==> src/hdl/tzc_pkg.sv <==
// types, codes and constants shared by the triac zero-cross gate control block
// no dependencies

package tzc_pkg;

	localparam int unsigned CfgIdxW = 3;
	localparam int unsigned CfgDataW = 16;

	// register indexes
	localparam logic [CfgIdxW-1:0] REG_MIN_EDGE    = 3'd0;
	localparam logic [CfgIdxW-1:0] REG_MAX_EDGE    = 3'd1;
	localparam logic [CfgIdxW-1:0] REG_DIM_MODE    = 3'd2;
	localparam logic [CfgIdxW-1:0] REG_PERCENT     = 3'd3;
	localparam logic [CfgIdxW-1:0] REG_BURST_COUNT = 3'd4;
	localparam logic [CfgIdxW-1:0] REG_PHASE_DELAY = 3'd5;
	localparam logic [CfgIdxW-1:0] REG_GATE_PULSE  = 3'd6;

	// register reset values
	localparam logic [15:0] MIN_EDGE_RST    = 16'd500;
	localparam logic [15:0] MAX_EDGE_RST    = 16'd3000;
	localparam logic [1:0]  DIM_MODE_RST    = 2'd2;
	localparam logic [6:0]  PERCENT_RST     = 7'd0;
	localparam logic [7:0]  BURST_COUNT_RST = 8'd100;
	localparam logic [15:0] PHASE_DELAY_RST = 16'd0;
	localparam logic [15:0] GATE_PULSE_RST  = 16'd100;

	// dim modes
	localparam logic [1:0] DIM_BURST = 2'd0;
	localparam logic [1:0] DIM_PHASE = 2'd1;

	// opcodes
	localparam logic OP_EDGE   = 1'b0;
	localparam logic OP_EXPIRE = 1'b1;

	localparam logic [15:0] PERIOD_SAT = 16'hFFFF;
	localparam logic [14:0] PCT_SCALE  = 15'd100;

	typedef struct packed {
		logic        opcode;
		logic [31:0] timestamp_us;
	} in_t;

	typedef struct packed {
		logic        gate_level;
		logic        timer_start;
		logic [15:0] timer_delay_us;
		logic [15:0] period_us;
		logic [15:0] window_us;
	} out_t;

	typedef struct packed {
		logic load;
		logic calc;
		logic commit;
	} cmd_t;

	typedef enum logic [1:0] {
		ST_IDLE,
		ST_CALC,
		ST_COMMIT
	} state_t;

endpackage

==> src/hdl/triac_zero_cross_gate_control.sv <==
// triac zero-cross gate control: phase angle and burst firing from detector edges
// an item is latched, timed, then committed; the next is taken only after commit
// throughput limited by the load, timing and commit steps of the controller
// a waiting result holds the commit step until it is transferred
// arst_n clears all timing state and loads the register defaults
// depends on tzc_pkg, tzc_ctrl, tzc_dp

module triac_zero_cross_gate_control (
	input  logic                         clk,
	input  logic                         arst_n,
	input  logic                         in_valid,
	output logic                         in_stall,
	input  tzc_pkg::in_t                 in_data,
	output logic                         out_valid,
	input  logic                         out_stall,
	output tzc_pkg::out_t                out_data,
	input  logic                         cfg_we,
	input  logic [tzc_pkg::CfgIdxW-1:0]  cfg_index,
	input  logic [tzc_pkg::CfgDataW-1:0] cfg_data
);

	tzc_pkg::cmd_t cmd;

	tzc_ctrl u_ctrl (
		.clk       (clk),
		.arst_n    (arst_n),
		.in_valid  (in_valid),
		.in_stall  (in_stall),
		.out_valid (out_valid),
		.out_stall (out_stall),
		.cmd       (cmd)
	);

	tzc_dp u_dp (
		.clk       (clk),
		.arst_n    (arst_n),
		.cmd       (cmd),
		.cfg_we    (cfg_we),
		.cfg_index (cfg_index),
		.cfg_data  (cfg_data),
		.in_data   (in_data),
		.out_data  (out_data)
	);

endmodule

==> src/hdl/tzc_dp.sv <==
// datapath: configuration registers, edge timing state, burst counter and result register
// depends on tzc_pkg

module tzc_dp (
	input  logic                        clk,
	input  logic                        arst_n,
	input  tzc_pkg::cmd_t               cmd,
	input  logic                        cfg_we,
	input  logic [tzc_pkg::CfgIdxW-1:0] cfg_index,
	input  logic [tzc_pkg::CfgDataW-1:0] cfg_data,
	input  tzc_pkg::in_t                in_data,
	output tzc_pkg::out_t               out_data
);

	// configuration
	logic [15:0] min_edge_q, max_edge_q, phase_delay_q, gate_pulse_q;
	logic [1:0]  dim_mode_q;
	logic [6:0]  percent_q;
	logic [7:0]  burst_count_q;

	// block state
	logic [31:0] last_edge_q, last_period_q;
	logic [15:0] period_q, window_q;
	logic [7:0]  burst_cnt_q;
	logic        armed_q, gate_q;

	// latched item
	logic        op_q;
	logic [31:0] ts_q;

	// timing stage
	logic        lt_min_s1, lt_max_s1, wide_s1, cnt_ge_s1;
	logic [15:0] width_s1, period_s1;
	logic [7:0]  cnt_inc_s1;
	logic [14:0] prod_a_s1, prod_b_s1;

	logic [31:0] width_c, pspan_c;
	logic [7:0]  cnt_inc_c;

	// commit results
	logic [31:0] last_edge_d, last_period_d;
	logic [15:0] period_d, window_d, delay_d;
	logic [7:0]  burst_cnt_d;
	logic        armed_d, gate_d, start_d;

	tzc_pkg::out_t out_q;

	always_ff @(posedge clk or negedge arst_n) begin
		if (!arst_n) begin
			min_edge_q    <= tzc_pkg::MIN_EDGE_RST;
			max_edge_q    <= tzc_pkg::MAX_EDGE_RST;
			dim_mode_q    <= tzc_pkg::DIM_MODE_RST;
			percent_q     <= tzc_pkg::PERCENT_RST;
			burst_count_q <= tzc_pkg::BURST_COUNT_RST;
			phase_delay_q <= tzc_pkg::PHASE_DELAY_RST;
			gate_pulse_q  <= tzc_pkg::GATE_PULSE_RST;
		end else if (cfg_we) begin
			case (cfg_index)
				tzc_pkg::REG_MIN_EDGE:    min_edge_q <= cfg_data;
				tzc_pkg::REG_MAX_EDGE:    max_edge_q <= cfg_data;
				tzc_pkg::REG_DIM_MODE:    dim_mode_q <= cfg_data[1:0];
				tzc_pkg::REG_PERCENT:     percent_q <= cfg_data[6:0];
				tzc_pkg::REG_BURST_COUNT: begin
					burst_count_q <= (cfg_data[7:0] == 8'd0) ? 8'd1 : cfg_data[7:0];
				end
				tzc_pkg::REG_PHASE_DELAY: phase_delay_q <= cfg_data;
				tzc_pkg::REG_GATE_PULSE:  gate_pulse_q <= cfg_data;
				default: ;
			endcase
		end
	end

	always_ff @(posedge clk) begin
		if (cmd.load) begin
			op_q <= in_data.opcode;
			ts_q <= in_data.timestamp_us;
		end
	end

	assign width_c   = ts_q - last_edge_q;
	assign pspan_c   = ts_q - last_period_q;
	assign cnt_inc_c = burst_cnt_q + 8'd1;

	always_ff @(posedge clk) begin
		if (cmd.calc) begin
			lt_min_s1  <= width_c < {16'd0, min_edge_q};
			lt_max_s1  <= width_c < {16'd0, max_edge_q};
			wide_s1    <= |width_c[31:16];
			width_s1   <= width_c[15:0];
			period_s1  <= (|pspan_c[31:16]) ? tzc_pkg::PERIOD_SAT : pspan_c[15:0];
			cnt_inc_s1 <= cnt_inc_c;
			cnt_ge_s1  <= cnt_inc_c >= burst_count_q;
			// floor(c*100/n) <= p  is the same as  c*100 < (p+1)*n
			prod_a_s1  <= 15'({7'd0, cnt_inc_c} * tzc_pkg::PCT_SCALE);
			prod_b_s1  <= 15'(({8'd0, percent_q} + 15'd1) * {7'd0, burst_count_q});
		end
	end

	always_comb begin
		last_edge_d   = last_edge_q;
		last_period_d = last_period_q;
		period_d      = period_q;
		window_d      = window_q;
		burst_cnt_d   = burst_cnt_q;
		armed_d       = armed_q;
		gate_d        = gate_q;
		start_d       = 1'b0;
		delay_d       = 16'd0;
		if (op_q == tzc_pkg::OP_EXPIRE) begin
			if (armed_q) begin
				gate_d  = 1'b1;
				armed_d = 1'b0;
				start_d = 1'b1;
				delay_d = gate_pulse_q;
			end else begin
				gate_d = 1'b0;
			end
		end else if (!lt_min_s1) begin
			last_edge_d = ts_q;
			if (wide_s1) begin
				period_d = tzc_pkg::PERIOD_SAT;
			end else if (lt_max_s1) begin
				window_d = width_s1;
			end else begin
				period_d      = period_s1;
				last_period_d = ts_q;
				if (dim_mode_q == tzc_pkg::DIM_BURST) begin
					if (percent_q == 7'd0) begin
						gate_d = 1'b0;
					end else begin
						burst_cnt_d = cnt_ge_s1 ? 8'd0 : cnt_inc_s1;
						if (prod_a_s1 < prod_b_s1) begin
							armed_d = 1'b1;
							start_d = 1'b1;
							delay_d = phase_delay_q;
						end else begin
							gate_d = 1'b0;
						end
					end
				end else if (dim_mode_q == tzc_pkg::DIM_PHASE) begin
					gate_d = 1'b0;
					if (phase_delay_q != 16'd0) begin
						armed_d = 1'b1;
						start_d = 1'b1;
						delay_d = phase_delay_q;
					end
				end
			end
		end
	end

	always_ff @(posedge clk or negedge arst_n) begin
		if (!arst_n) begin
			last_edge_q   <= 32'd0;
			last_period_q <= 32'd0;
			period_q      <= 16'd0;
			window_q      <= 16'd0;
			burst_cnt_q   <= 8'd0;
			armed_q       <= 1'b0;
			gate_q        <= 1'b0;
		end else if (cmd.commit) begin
			last_edge_q   <= last_edge_d;
			last_period_q <= last_period_d;
			period_q      <= period_d;
			window_q      <= window_d;
			burst_cnt_q   <= burst_cnt_d;
			armed_q       <= armed_d;
			gate_q        <= gate_d;
		end
	end

	always_ff @(posedge clk) begin
		if (cmd.commit) begin
			out_q.gate_level     <= gate_d;
			out_q.timer_start    <= start_d;
			out_q.timer_delay_us <= delay_d;
			out_q.period_us      <= period_d;
			out_q.window_us      <= window_d;
		end
	end

	assign out_data = out_q;

endmodule

==> src/hdl/tzc_ctrl.sv <==
// controller: item sequencing and output valid handling
// depends on tzc_pkg

module tzc_ctrl (
	input  logic          clk,
	input  logic          arst_n,
	input  logic          in_valid,
	output logic          in_stall,
	output logic          out_valid,
	input  logic          out_stall,
	output tzc_pkg::cmd_t cmd
);

	tzc_pkg::state_t state_q, state_d;
	logic out_valid_q;
	logic out_free;

	assign out_free = !out_valid_q || !out_stall;

	always_comb begin
		state_d = state_q;
		case (state_q)
			tzc_pkg::ST_IDLE:   if (in_valid) state_d = tzc_pkg::ST_CALC;
			tzc_pkg::ST_CALC:   state_d = tzc_pkg::ST_COMMIT;
			tzc_pkg::ST_COMMIT: if (out_free) state_d = tzc_pkg::ST_IDLE;
			default:            state_d = tzc_pkg::ST_IDLE;
		endcase
	end

	always_comb begin
		in_stall   = 1'b1;
		cmd.load   = 1'b0;
		cmd.calc   = 1'b0;
		cmd.commit = 1'b0;
		case (state_q)
			tzc_pkg::ST_IDLE: begin
				in_stall = 1'b0;
				cmd.load = in_valid;
			end
			tzc_pkg::ST_CALC:   cmd.calc = 1'b1;
			tzc_pkg::ST_COMMIT: cmd.commit = out_free;
			default: ;
		endcase
	end

	always_ff @(posedge clk or negedge arst_n) begin
		if (!arst_n) begin
			state_q     <= tzc_pkg::ST_IDLE;
			out_valid_q <= 1'b0;
		end else begin
			state_q <= state_d;
			if (cmd.commit) begin
				out_valid_q <= 1'b1;
			end else if (!out_stall) begin
				out_valid_q <= 1'b0;
			end
		end
	end

	assign out_valid = out_valid_q;

	a_one_cmd: assert property (@(posedge clk) disable iff (!arst_n)
		$onehot0({cmd.load, cmd.calc, cmd.commit}))
		else $error("more than one datapath command");

	a_commit_valid: assert property (@(posedge clk) disable iff (!arst_n)
		cmd.commit |=> out_valid)
		else $error("commit did not raise out_valid");

	a_calc_then_commit: assert property (@(posedge clk) disable iff (!arst_n)
		cmd.calc |=> state_q == tzc_pkg::ST_COMMIT)
		else $error("calc not followed by commit state");

	a_no_overwrite: assert property (@(posedge clk) disable iff (!arst_n)
		(out_valid && out_stall) |-> !cmd.commit)
		else $error("result overwritten while stalled");

	a_load_after_accept: assert property (@(posedge clk) disable iff (!arst_n)
		cmd.load |=> cmd.calc)
		else $error("accepted item not processed");

endmodule

==> config.mk <==
export PLATFORM = sky130hd
export DESIGN_NAME = triac_zero_cross_gate_control
export DESIGN_NICKNAME = d
export VERILOG_FILES = /design/src/hdl/tzc_pkg.sv /design/src/hdl/triac_zero_cross_gate_control.sv /design/src/hdl/tzc_dp.sv /design/src/hdl/tzc_ctrl.sv
export SDC_FILE = /design/constraint.sdc
export NUM_CORES = 1
export LEC_CHECK = 0
export ABC_CLOCK_PERIOD_IN_PS = 6490
export BUFFER_PORTS_ARGS = -buffer_cell sky130_fd_sc_hd__buf_2
export CORE_MARGIN = 2
export CORE_UTILIZATION = 60
export CTS_CLUSTER_SIZE = 24
export DETAILED_ROUTE_END_ITERATION = 10
export PLACE_DENSITY_LB_ADDON = 0.15
export SLEW_MARGIN = 0
export SYNTH_ARGS = -nofsm -noshare
export SYNTH_HDL_FRONTEND = slang
export SYNTH_SLANG_ARGS = --single-unit
==> constraint.sdc <==
create_clock -name clk -period 6.49 [get_ports clk]
set_input_delay 0.649 -clock clk [delete_from_list [all_inputs] [get_ports clk]]
set_output_delay 0.649 -clock clk [all_outputs]
set_load 0.02 [all_outputs]
After elaboration in Yosys (flattened, before gate mapping)
Index checks and enable logic that the tools add are counted.
Cells by class
  add/sub/neg operators: 4
  multipliers: 2
  divide/modulo/power cells: 0
  $lt $le $gt $ge: 4
  equal/unequal tests: 17
  shift-type cells: 0
  mux-type cells: 56
  bitwise gates (word level): 5
  reductions and logical operators: 25
Operators with widths (count)
  2-to-1 mux 16 bit: 18
  less-than comparator 32 x 16 -> 1 bit: 2
  subtractor 32 bit: 2
  2-to-1 mux 1 bit: 33
  OR reduction 16 bit: 2
  2-to-1 mux 8 bit: 2
  AND reduction 2 bit: 8
  nonzero test 16 bit: 1
  less-than comparator 15 bit: 1
  multiplier 15 x 8 -> 15 bit: 1
  multiplier 8 x 5 -> 13 bit, second input constant: 1
  inequality test 2 x 1 -> 1 bit, second input constant: 5
  == test 3 bit, second input constant: 3
  adder 7 x 1 -> 8 bit, second input constant: 1
  adder 8 x 1 -> 8 bit, second input constant: 1
  >= comparator 8 bit: 1
  zero test 8 bit: 1
  AND reduction 8 bit: 1
  zero test 7 bit: 1
  AND reduction 7 bit: 1
  == test 3 x 2 -> 1 bit, second input constant: 2
  inequality test 3 x 2 -> 1 bit, second input constant: 2
  case mux 2 bit (3 select lines): 1
  nonzero test 3 bit: 2
  other kinds (12): 20
Word-level totals
  flip-flop bits (word level): 345
  bits in latches: 0
  RAM bits: 0
  bits in read-only memories: 0
  input bits: 57
  output and inout bits: 52
  memories kept: 0

Depth between registers and ports, before layout
  word-level depth: 8
  gate-level depth with buffers: 22

By module
From an unflattened synthesis, not the netlist that was laid out.
Second synthesis, totals
  cell total of the unflattened synthesis: 2002
  area, all modules: 20632.3 um2
Modules (own cells, without submodules)
  tzc_dp: times used 1, cells each 1988, area an instance 20499.7 um2
  tzc_ctrl: times used 1, cells each 14, area an instance 132.6 um2

Worst setup path after synthesis
No wires, ideal clock.
  path type: register -> register
  start: register u_dp.percent_q[4]
  end: register u_dp.prod_b_s1[14], data pin
  library setup time: 0.260 ns
  data arrival time: 4.916 ns
  setup slack: 1.314 ns
  cell stages (with the launch flop): 19
  path buffers: 0
  path through: dfrtp_1 > and3_1 > nand3_1 > xnor2_1 > nand2_1 > fa_1 > inv_1 > fa_1 > fa_1 > inv_1 > fa_1 > inv_1 > ha_1 > or2_2 > o311a_1 > o21a_1 > o21a_1 > o41a_1 > xnor2_1
On the way
  cells in the longest elaborated chain, start to end: 2
RTL lines
  from (decl): RTL line tzc_dp.sv:18  | logic [6:0] percent_q;
  from (signal assigned): RTL line tzc_dp.sv:53  | percent_q <= tzc_pkg::PERCENT_RST;
  from (signal assigned): RTL line tzc_dp.sv:62  | tzc_pkg::REG_PERCENT: percent_q <= cfg_data[6:0];
  adder 7 x 1 -> 8 bit: RTL line tzc_dp.sv:95  | prod_b_s1 <= 15'(({8'd0, percent_q} + 15'd1) * {7'd0, burst_count_q});
  multiplier 15 x 8 -> 15 bit: RTL line tzc_dp.sv:95
  to (signal assigned): RTL line tzc_dp.sv:95
  to (decl): RTL line tzc_dp.sv:35  | logic [14:0] prod_a_s1, prod_b_s1;
No other way between the ends.
A chain may end at the register's enable or synchronous reset.

Worst setup path after layout
  start: register u_dp.percent_q[0]
  end: register u_dp.prod_b_s1[14], data pin
Same word-level chain as after synthesis.

==> impl_metrics.tcl <==
set metrics [dict create \
    grt_antenna_before_repair 0 \
    numPortBuffers 108 \
    cp_common_cell "fa_1" \
    met2_length_um 23400 \
    grt_overflow 0 \
    p_leak_nw 10.1 \
    cts_resized 0 \
    top_layer_used "met4" \
    ios 109 \
    hold_viol_final 0 \
    grt_max_degree 106 \
    drc 0 \
    final.period_utilization 0.878 \
    antennaDiodeCount 0 \
    tritoncts "built" \
    yosysMostFrequentCell "inv_1" \
    postCtsSetupRepairBufs 0 \
    crit_slowest_cell "dfrtp_1" \
    fin_skew_ns 0.0225 \
    pwr-share-clk 0.211 \
    crit_fanout 12 \
    num_vias 15045 \
    rsz0062_at_grt "false" \
    grt_pass1_vias 15346 \
    hold_slack_ns 0.158 \
    p_comb_frac 0.470 \
    fmax_mhz 175 \
    hold_buffers 0 \
    place_ws_ns 0.820 \
    async_flop_share 0.556 \
    outcome "finished clean" \
    end_kind "flip-flop" \
    clockRootBuffer "clkbuf_16" \
    irDropWorstVdd_uv 483 \
    maxCapViolCount 0 \
    cp-start-kind "flip-flop" \
    numCtsBuffers 38 \
    switching_share 0.395 \
    min_path_type "input port to async pin" \
    clk_latency_ns 0.57 \
    grt_usage 0.276 \
    p_int_w 0.00622 \
    crit_required_ns 6.77 \
    netlist_area_um2 20800 \
    syn_to_final_growth_pct 10.8 \
    clkTransAtPathRegs_ns 0.06 \
    fill_cells 2727 \
    synth_edf_count 152 \
    synth_ff_type "dfrtp_1" \
    numClockSinks 342 \
    multiInputGateArea_um2 10300 \
    postSynthCellCount 2031 \
    powerDensity_nw_per_um2 446 \
    critical_path_class "flip-flop to flip-flop" \
    worst_ep_arrival_time_ns 5.98 \
    finalSetupTns_ns 0 \
    grt_pass1_wl_um 79000 \
    finalWirelength_um 47900 \
    yosys.area.top_type "edfxtp_1" \
    start_util 0.606 \
    drt_iter0_drc 881 \
    route.met3.wl_um 1880 \
    setup_viol 0 \
    yosysWarnings 0 \
    routedLengthMet1_um 21300 \
    drv_slew 0 \
    nets 2402 \
    dr.pass1.iters 5 \
    synthTopCellsByArea "edfxtp_1, dfrtp_1, ha_1" \
    avgViaCountPerCell 5.76 \
    relSlewSlack 0.138 \
    wl_per_cell_um 18.3 \
    die_y_um 190 \
    seqCellArea_um2 9340 \
    avgSynthCellArea_um2 10.3 \
    tightest_slew_ns 1.29 \
    cts_max_path_buffers 3 \
    rows 68 \
    fp.dieW_um 190 \
    core_um2 34400 \
    synth_common_cells "inv_1, nand2_1, ha_1" \
    dp_hpwl_um 35400 \
    layout-drive-gt1-share 0.158 \
    syn-num-nets 2305 \
    place.gp.congestion 0.935 \
    fp.dieArea_um2 36200 \
    cts_htree_levels 2 \
    final_antenna_net_count 0 \
    pwr-share-seq 0.318 \
    fin_cells 2613 \
    finalCriticalPeriod_ns 5.70 \
    synth_seq_cells 342 \
    setup_ws_ns 0.791 \
    synth.distinct_cells 83 \
    cp_cell_sequence "ha_1 > xor2_1 > nand2_1 > fa_1 > fa_1 > inv_1 > fa_1 > inv_1 > fa_1 > inv_1 > ha_1 > a21boi_0 > o311a_1 > o21a_1 > o21a_1 > o41a_1 > xnor2_1" \
    p_switching_w 0.00407 \
    cpPeakStageDelay_ns 0.57 \
    place_inst 2543 \
    yosysSeqAreaShare 0.449 \
    synth_top_area_share 0.219 \
]
==> cells by family (layout without fill, tap and decap cells) <==
kind of cell	Yosys count	after routing	share of synthesized area
AO/OA/AOI/OAI	416	416	0.125
XOR/XNOR	80	80	0.0336
adder cells (fa/ha/maj)	217	217	0.145
buffers and inverters	302	429	0.0572
flip-flops	342	342	0.449
multiplexers	110	110	0.0593
AND/OR/NAND/NOR	564	564	0.132
==> routing by layer <==
| metal | track usage | vias to the layer above |
|---|---|---|
| li1 | - | 7311 |
| met1 | 0.364 | 7341 |
| met5 | 0 | - |
| met4 | 0.0912 | 0 |
| met2 | 0.472 | 309 |
| met3 | 0.0383 | 84 |
==> final timing paths <==
path	start	endpoint	slack, ns	cells past startpoint
hold reg to reg	u_dp.window_q[5]	u_dp.window_q[5]	0.47	2
setup reg to reg	u_dp.percent_q[0]	u_dp.prod_b_s1[14]	0.79	17
setup / recovery	u_dp.percent_q[0]	u_dp.prod_b_s1[14]	0.79	17
max in group asynchronous	arst_n	u_dp.last_period_q[22]	5.00	2
hold / removal	arst_n	u_dp.period_q[8]	0.16	1
min in group clk	in_data[1]	u_dp.ts_q[1]	0.26	1
==> power groups by stage <==
stage                     clock network, W  logic, W  registers, W
after global routing               0.00230   0.00547       0.00334
final                              0.00218   0.00484       0.00328
after CTS                          0.00222   0.00484       0.00328
after floorplan                          0   0.00352       0.00328
after global placement                   0   0.00462       0.00329
after detailed placement                 0   0.00477       0.00332
==> layout make-up <==
class                   instances  share of cell area
clock buffers                  56              0.0500
multi-input cells            1387               0.448
flip-flops and latches        342               0.405
well taps                     455              0.0247
inverters                     233              0.0379
repair buffers                126              0.0296
clock inverters                14             0.00547
==> cell usage in the layout (no fill, tap or decap), types with 16 or more instances in the layout <==
cell type,n
a21o_1,41
nand4_1,36
buf_4,18
xor2_1,22
dfstp_2,20
fa_1,40
clkbuf_16,42
nand3_1,26
a21oi_1,121
nand2b_1,16
nand2_1,209
and2_1,29
dfrtp_1,170
a22o_1,17
nor3_1,55
xnor2_1,58
mux2_2,107
nor2b_1,16
o21ai_0,130
nor2_1,106
inv_1,232
ha_1,177
buf_2,107
edfxtp_1,152
==> state kept, by name, summed over array words and instances (netlist names), 7 cells and up <==
| name | flops |
|---|---|
| u_dp.burst_cnt_q | 8 |
| u_dp.burst_count_q | 8 |
| u_dp.cnt_inc_s1 | 8 |
| u_dp.gate_pulse_q | 16 |
| u_dp.last_edge_q | 32 |
| u_dp.last_period_q | 32 |
| u_dp.max_edge_q | 16 |
| u_dp.min_edge_q | 16 |
| u_dp.out_data | 50 |
| u_dp.percent_q | 7 |
| u_dp.period_q | 16 |
| u_dp.period_s1 | 16 |
| u_dp.phase_delay_q | 16 |
| u_dp.prod_a_s1 | 10 |
| u_dp.prod_b_s1 | 15 |
| u_dp.ts_q | 32 |
| u_dp.width_s1 | 16 |
| u_dp.window_q | 16 |
==> stage by stage <==
stage / cell area [µm²] / util / total power (W)
floorplan: 20800 / - / 0.00680
global placement: 21800 / 0.634 / 0.00791
detailed placement: 21800 / 0.634 / 0.00808
CTS: 23100 / 0.672 / 0.0103
global route: 23100 / 0.672 / 0.0111
finish: 23100 / 0.672 / 0.0103
==> critical path: cells and delay by family, from the launching register on <==
kind / cells / cell delay (ns)
adder cells (fa/ha/maj): 6 / 2.67
XOR/XNOR: 2 / 0.64
AND/OR/NAND/NOR: 1 / 0.15
flip-flops: 1 / 0.57
AO/OA/AOI/OAI: 5 / 1.25
buffers and inverters: 3 / 0.17
(Power assumes the default switching activity.)
